[config.mk]
export PLATFORM = sky130hd
export DESIGN_NAME = oled_pfp_seq
export DESIGN_NICKNAME = d
export VERILOG_FILES = /design/src/rtl/core/oled_page_frame_packer_macros.svh /design/src/rtl/core/oled_pfp_pkg.sv /design/src/rtl/core/oled_pfp_seq.sv
export SDC_FILE = /design/constraint.sdc
export NUM_CORES = 1
export LEC_CHECK = 0
export BUFFER_PORTS_ARGS = -buffer_cell sky130_fd_sc_hd__buf_2
export CAP_MARGIN = 10
export CORE_AREA = 2 2 44 46
export DETAILED_ROUTE_END_ITERATION = 10
export DIE_AREA = 0 0 46 48
export GPL_TIMING_DRIVEN = 0
export HOLD_SLACK_MARGIN = 0.05
export PLACE_DENSITY = 0.89
export SKIP_LAST_GASP = 1
export SYNTH_ARGS = -nofsm -noshare
export SYNTH_HDL_FRONTEND = slang
export SYNTH_SLANG_ARGS = --single-unit
[constraint.sdc]
create_clock -name clk -period 6.6 [get_ports clk]
set_input_delay 0.99 -clock clk [delete_from_list [all_inputs] [get_ports clk]]
set_output_delay 0.99 -clock clk [all_outputs]
set_load 0.005 [all_outputs]
[src/rtl/core/oled_page_frame_packer_macros.svh]
// Assertion macros shared by the frame packer modules.
`ifndef OLED_PAGE_FRAME_PACKER_MACROS_SVH
`define OLED_PAGE_FRAME_PACKER_MACROS_SVH

// Overlapping implication, checked on every rising edge outside reset.
`define OPFP_ASSERT_IMPL(lbl, pre, post, msg) \
	lbl: assert property (@(posedge clk) disable iff (!arst_n) (pre) |-> (post)) \
		else $error(msg);

// Next-cycle implication, checked on every rising edge outside reset.
`define OPFP_ASSERT_NEXT(lbl, pre, post, msg) \
	lbl: assert property (@(posedge clk) disable iff (!arst_n) (pre) |=> (post)) \
		else $error(msg);

`endif

[src/rtl/core/oled_pfp_pkg.sv]
// Constants and types of the OLED page frame packer.
package oled_pfp_pkg;

	localparam int COLUMNS    = 80;
	localparam int PAGES      = 8;
	localparam int IMAGE_ROWS = 60;
	localparam int HEADER_LEN = 3;
	localparam int DEPTH      = PAGES * COLUMNS;

	localparam int ADDR_W = $clog2(DEPTH);
	localparam int ROW_W  = 6;
	localparam int COL_W  = 7;
	localparam int PAGE_W = 3;
	localparam int BYTE_W = 7;

	localparam logic [7:0] CMD_PAGE_BASE = 8'hb0;
	localparam logic [7:0] CMD_COL_LOW   = 8'h00;
	localparam logic [7:0] CMD_COL_HIGH  = 8'h10;

	localparam logic FUNC_PIXEL = 1'b0;
	localparam logic FUNC_EMIT  = 1'b1;

	localparam logic [BYTE_W-1:0] POS_PAGE_CMD = BYTE_W'(0);
	localparam logic [BYTE_W-1:0] POS_COL_LOW  = BYTE_W'(1);
	localparam logic [BYTE_W-1:0] POS_COL_HIGH = BYTE_W'(2);
	localparam logic [BYTE_W-1:0] POS_LAST     = BYTE_W'(HEADER_LEN + COLUMNS - 1);

	localparam logic [PAGE_W-1:0] PAGE_LAST = PAGE_W'(PAGES - 1);

	// Description of the next byte of the refresh stream.
	typedef struct packed {
		logic              is_data;
		logic [7:0]        cmd;
		logic [ADDR_W-1:0] addr;
		logic              last;
	} emit_t;

endpackage

[src/rtl/core/oled_pfp_seq.sv]
// Refresh cursor: tracks page and byte position and describes the next byte.
module oled_pfp_seq (
	input  logic                clk,
	input  logic                arst_n,
	input  logic                advance,
	output oled_pfp_pkg::emit_t emit
);
	import oled_pfp_pkg::*;

	logic [PAGE_W-1:0] page_q;
	logic [BYTE_W-1:0] byte_q;

	always_ff @(posedge clk or negedge arst_n) begin
		if (!arst_n) begin
			page_q <= '0;
			byte_q <= '0;
		end else if (advance) begin
			if (byte_q == POS_LAST) begin
				byte_q <= '0;
				page_q <= (page_q == PAGE_LAST) ? '0 : page_q + 1'b1;
			end else begin
				byte_q <= byte_q + 1'b1;
			end
		end
	end

	always_comb begin
		emit.addr    = ADDR_W'(page_q) * ADDR_W'(COLUMNS)
			+ ADDR_W'(byte_q - BYTE_W'(HEADER_LEN));
		emit.is_data = 1'b0;
		emit.last    = 1'b0;
		case (byte_q)
			POS_PAGE_CMD: emit.cmd = CMD_PAGE_BASE + 8'(page_q);
			POS_COL_LOW:  emit.cmd = CMD_COL_LOW;
			POS_COL_HIGH: emit.cmd = CMD_COL_HIGH;
			default: begin
				emit.cmd     = CMD_COL_LOW;
				emit.is_data = 1'b1;
				emit.last    = (byte_q == POS_LAST) && (page_q == PAGE_LAST);
			end
		endcase
	end
endmodule

### Word-level counts from Yosys, hierarchy flattened

Cells that the tools add are included.
W data, S select, Z words.

* bits in registers: 10
* bits in latches: 0
* RAM bits: 0
* ROM bits: 0
* input port bits: 3
* output and inout bits: 20
* logic and storage cells: 21
* memories: 0

* $add $sub $neg: 5
* multiply operators: 1
* divide/modulo/power cells: 0
* order comparisons: 0
* equal/unequal tests: 4
* shift-type cells: 0
* multiplexer cells: 5
* bitwise operators: 0
* reduce and logical (&&, ||, !) cells: 4

Operators with widths (number)
* $pmux W8 S2: 1
* $add A10 B10 Y10: 1
* $add A8 B3 Y8 const A: 1
* $sub A7 B2 Y8 const B: 1
* $add A7 B1 Y7 const B: 1
* $eq A7 B1 Y1 const B: 1
* $eq A7 B2 Y1 const B: 1
* $eq A7 B7 Y1 const B: 1
* $logic_not A7 Y1: 1
* $mux W7: 1
* $mul A3 B3 Y6 const B: 1
* $add A3 B1 Y3 const B: 1
* $eq A3 B3 Y1 const B: 1
* $mux W3: 1
* $reduce_or A3 Y1: 1
* $mux W1: 2
* $reduce_and A2 Y1: 1
* $logic_and A1 B1 Y1: 1

### Longest topological paths before layout

* depth in word-level cells: 3
* mapped depth: 9
* gate-level depth less buffers: 8

### Worst setup path before layout

OpenSTA, ideal clock, no wires.

* path type: reg2out
* start point: register byte_q[3]
* end point: output port emit[10] (netlist name)
* arrival: 2.253 ns
* required time: 5.610 ns
* setup slack: 3.357 ns
* stages on the path, launching flop included: 9
* path buffers: 1
* path through: dfrtp_1 > buf_6 > or4_4 > nor2_1 > xor2_1 > ha_1 > nor2b_1 > a311o_1 > xnor2_1

RTL lines
* start: declaration: line oled_pfp_seq.sv:11 `logic [BYTE_W-1:0] byte_q;`
* start signal: assignment: line oled_pfp_seq.sv:22 `byte_q <= byte_q + 1'b1;`
* end: declaration: line oled_pfp_seq.sv:6 `output oled_pfp_pkg::emit_t emit`

==> results.toml <==
[placement]
post-place-cells = 135
gp_congestion = 0.8703
io_buffers = 19
dp_hpwl_um = 1350

[floorplan]
start_util_pct = 55.56
dieArea_um2 = 2208
core_area_um2 = 1689
die_h_um = 48
rows = 15
ios = 23
die_w_um = 46

[critical_path]
crit_arrival_ps = 2720
crit_fanout = 9
startpoint_type = "register"
crit_type = "register to output port"
critPathRequiredTime_ps = 5610
cp-end-kind = "output port"

[pwr]
p_per_area_nw_per_um2 = 313.4
p_leak_nw = 0.6107
max-vdd-ir-drop_uv = 189.0

[clocking]
ctsResizeCount = 0
ctsRootBufferMaster = "clkbuf_4"
cts_setup_buffers = 0
numCtsBuffers = 3
worstSkewPairLatency_ps = 270
clock_path_buffers = 2
cts.sinks = 10
clk_pin_slew_worst_paths_ps = 70
ctsHtreeMaxLevel = 1
cts_hold_buffers = 0
cts_tree = "done"

[global_routing]
grt_max_degree = 11
grt_use_total_pct = 18.62
antenna_found_initial = 0
first_global_vias = 689
gr-total-overflow = 0
grt_pass1_wl_um = 2904

[finish]
seq_area_um2 = 250.2
layout_commonest_cell = "buf_2"
instances_no_fill = 138
final_layout_size_suffix_gt1_share_pct = 28.93
nets = 141
layout_common_cells = "buf_2 (20), ha_1 (14), dfrtp_1 (10), xnor2_1 (7)"
diodes = 0
fillers = 149
area_delta_synth_final_pct = 15.20
multi_input_area_um2 = 633.1

[routing]
drt-vias-per-instance = 5.377
antenna_left = 0
drc = 0
wire_per_inst_um = 12.25
drt-pass1-iter-count = 4
first_iter_violations = 9
wirelength_um = 1690
vias = 742

[timing]
clock.fmax_mhz = 269.7
fin_crit_ps = 3708
relSlewSlack_pct = 60.07
hold_violations = 0
worst_pin_slew_ps = 594.0
period_share_pct = 56.18
fin_setup_tns_ps = 0
maxSlewViolCount = 0
grt_setup_unrepaired = "no"
fin_skew_ps = 9.546
setup_viol = 0

[job]
maxCapViolCount = 0

[synthesis]
synthTopCellsByArea = "dfrtp_1 (27%), ha_1 (19%), xnor2_1 (6.5%)"
async_flop_share_pct = 100.0
yosys.area.top_type = "dfrtp_1"
seq_area_frac_synth_pct = 26.67
synth_edf_count = 0
synth_top_area_share_pct = 26.67
synthCells = 98
synth_cell_type_count = 35
synth_area_um2 = 938.4
syn_area_per_cell_um2 = 9.576
ys_ff_latch = 10
ys.flop_type = "dfrtp_1"
ys_warn_count = 0

[status]
status = "complete, no violations"

[hold_path]
hold_path_class = "input port to async pin"
metrics by stage:
stage,worst slack (ps),power (mW),util (%),cell area (µm²),hold slack [ps]
2_1_floorplan,3357,0.2361,-,942.2,534.8
3_3_place_gp,3216,0.2923,62.67,1059,556.1
3_5_place_dp,3165,0.2988,62.67,1059,576.8
4_1_cts,2868,0.3430,64.00,1081,580.7
5_1_grt,2683,0.3734,64.00,1081,581.6
6_report,2892,0.3388,64.00,1081,567.9
power breakdown:
group	switching (mW)	internal (mW)	leakage, nW
Combinational	0.109	0.103	0.467
Sequential	0.00998	0.0748	0.130
Clock	0.0218	0.0211	0.0138
Total	0.140	0.198	0.611
worst paths after layout:
path / start / endpoint / slack (ps) / depth (start not counted)
setup / recovery: byte_q[3] / emit[10] / 2890 / 9
hold / removal: arst_n / byte_q[2] / 570 / 1
setup reg to reg: byte_q[0] / page_q[1] / 4590 / 6
hold reg to reg: byte_q[5] / byte_q[5] / 590 / 1
max in group asynchronous: arst_n / page_q[1] / 5830 / 1
min in group clk: byte_q[5] / byte_q[5] / 590 / 1
registers in the layout, indices dropped and copies added (netlist names):
name	cells
byte_q	7
page_q	3
synthesized netlist by cell type, drive strengths merged (2+ instances only):
library cell,n
nor2,6
nand2,5
clkbuf,2
nor3,7
inv,2
xor2,6
nor4,2
nor2b,2
and2,5
xnor2,7
a21o,3
buf,6
dfrtp,10
nand3,2
ha,14
mux2,3
a21oi,4
layout make-up:
| class | instances | area share [%] |
|---|---|---|
| clock buffer | 3 | 2.083 |
| buffer | 8 | 4.745 |
| inverter | 2 | 0.6944 |
| tap | 17 | 1.968 |
| timing repair buffer | 19 | 8.796 |
| sequential | 10 | 23.15 |
| multi-input combinational | 79 | 58.56 |
per-layer routing:
metal / track usage [%] / routed length, µm / vias up
met5: 0 / 0 / -
met4: 6.857 / 20 / 0
met3: 3.396 / 80 / 4
met2: 33.06 / 853 / 23
met1: 22.37 / 736 / 337
li1: - / - / 378
logic make-up (layout without fill, tap and decap cells):
group	after synthesis	in the layout	share of synthesized area (%)
buffers and inverters	10	32	6.265
adders and majority gates	15	15	20.80
and+or+nand+nor	35	35	22.27
xor gates and xnor gates	13	13	12.13
muxes	4	4	4.666
AOI/OAI and AO/OA	10	10	6.800
DFF	10	10	26.67
other	1	2	0.3996
critical path, cell delays in order (launching register included):
cell	delay (ps)
dfrtp_1	370
buf_6	140
or4_4	560
nor3_4	240
ha_1	310
a21oi_1	170
nor2b_1	60
a311o_1	330
xnor2_1	150
buf_2	130
No activity file was read; power rests on OpenSTA's default activity.
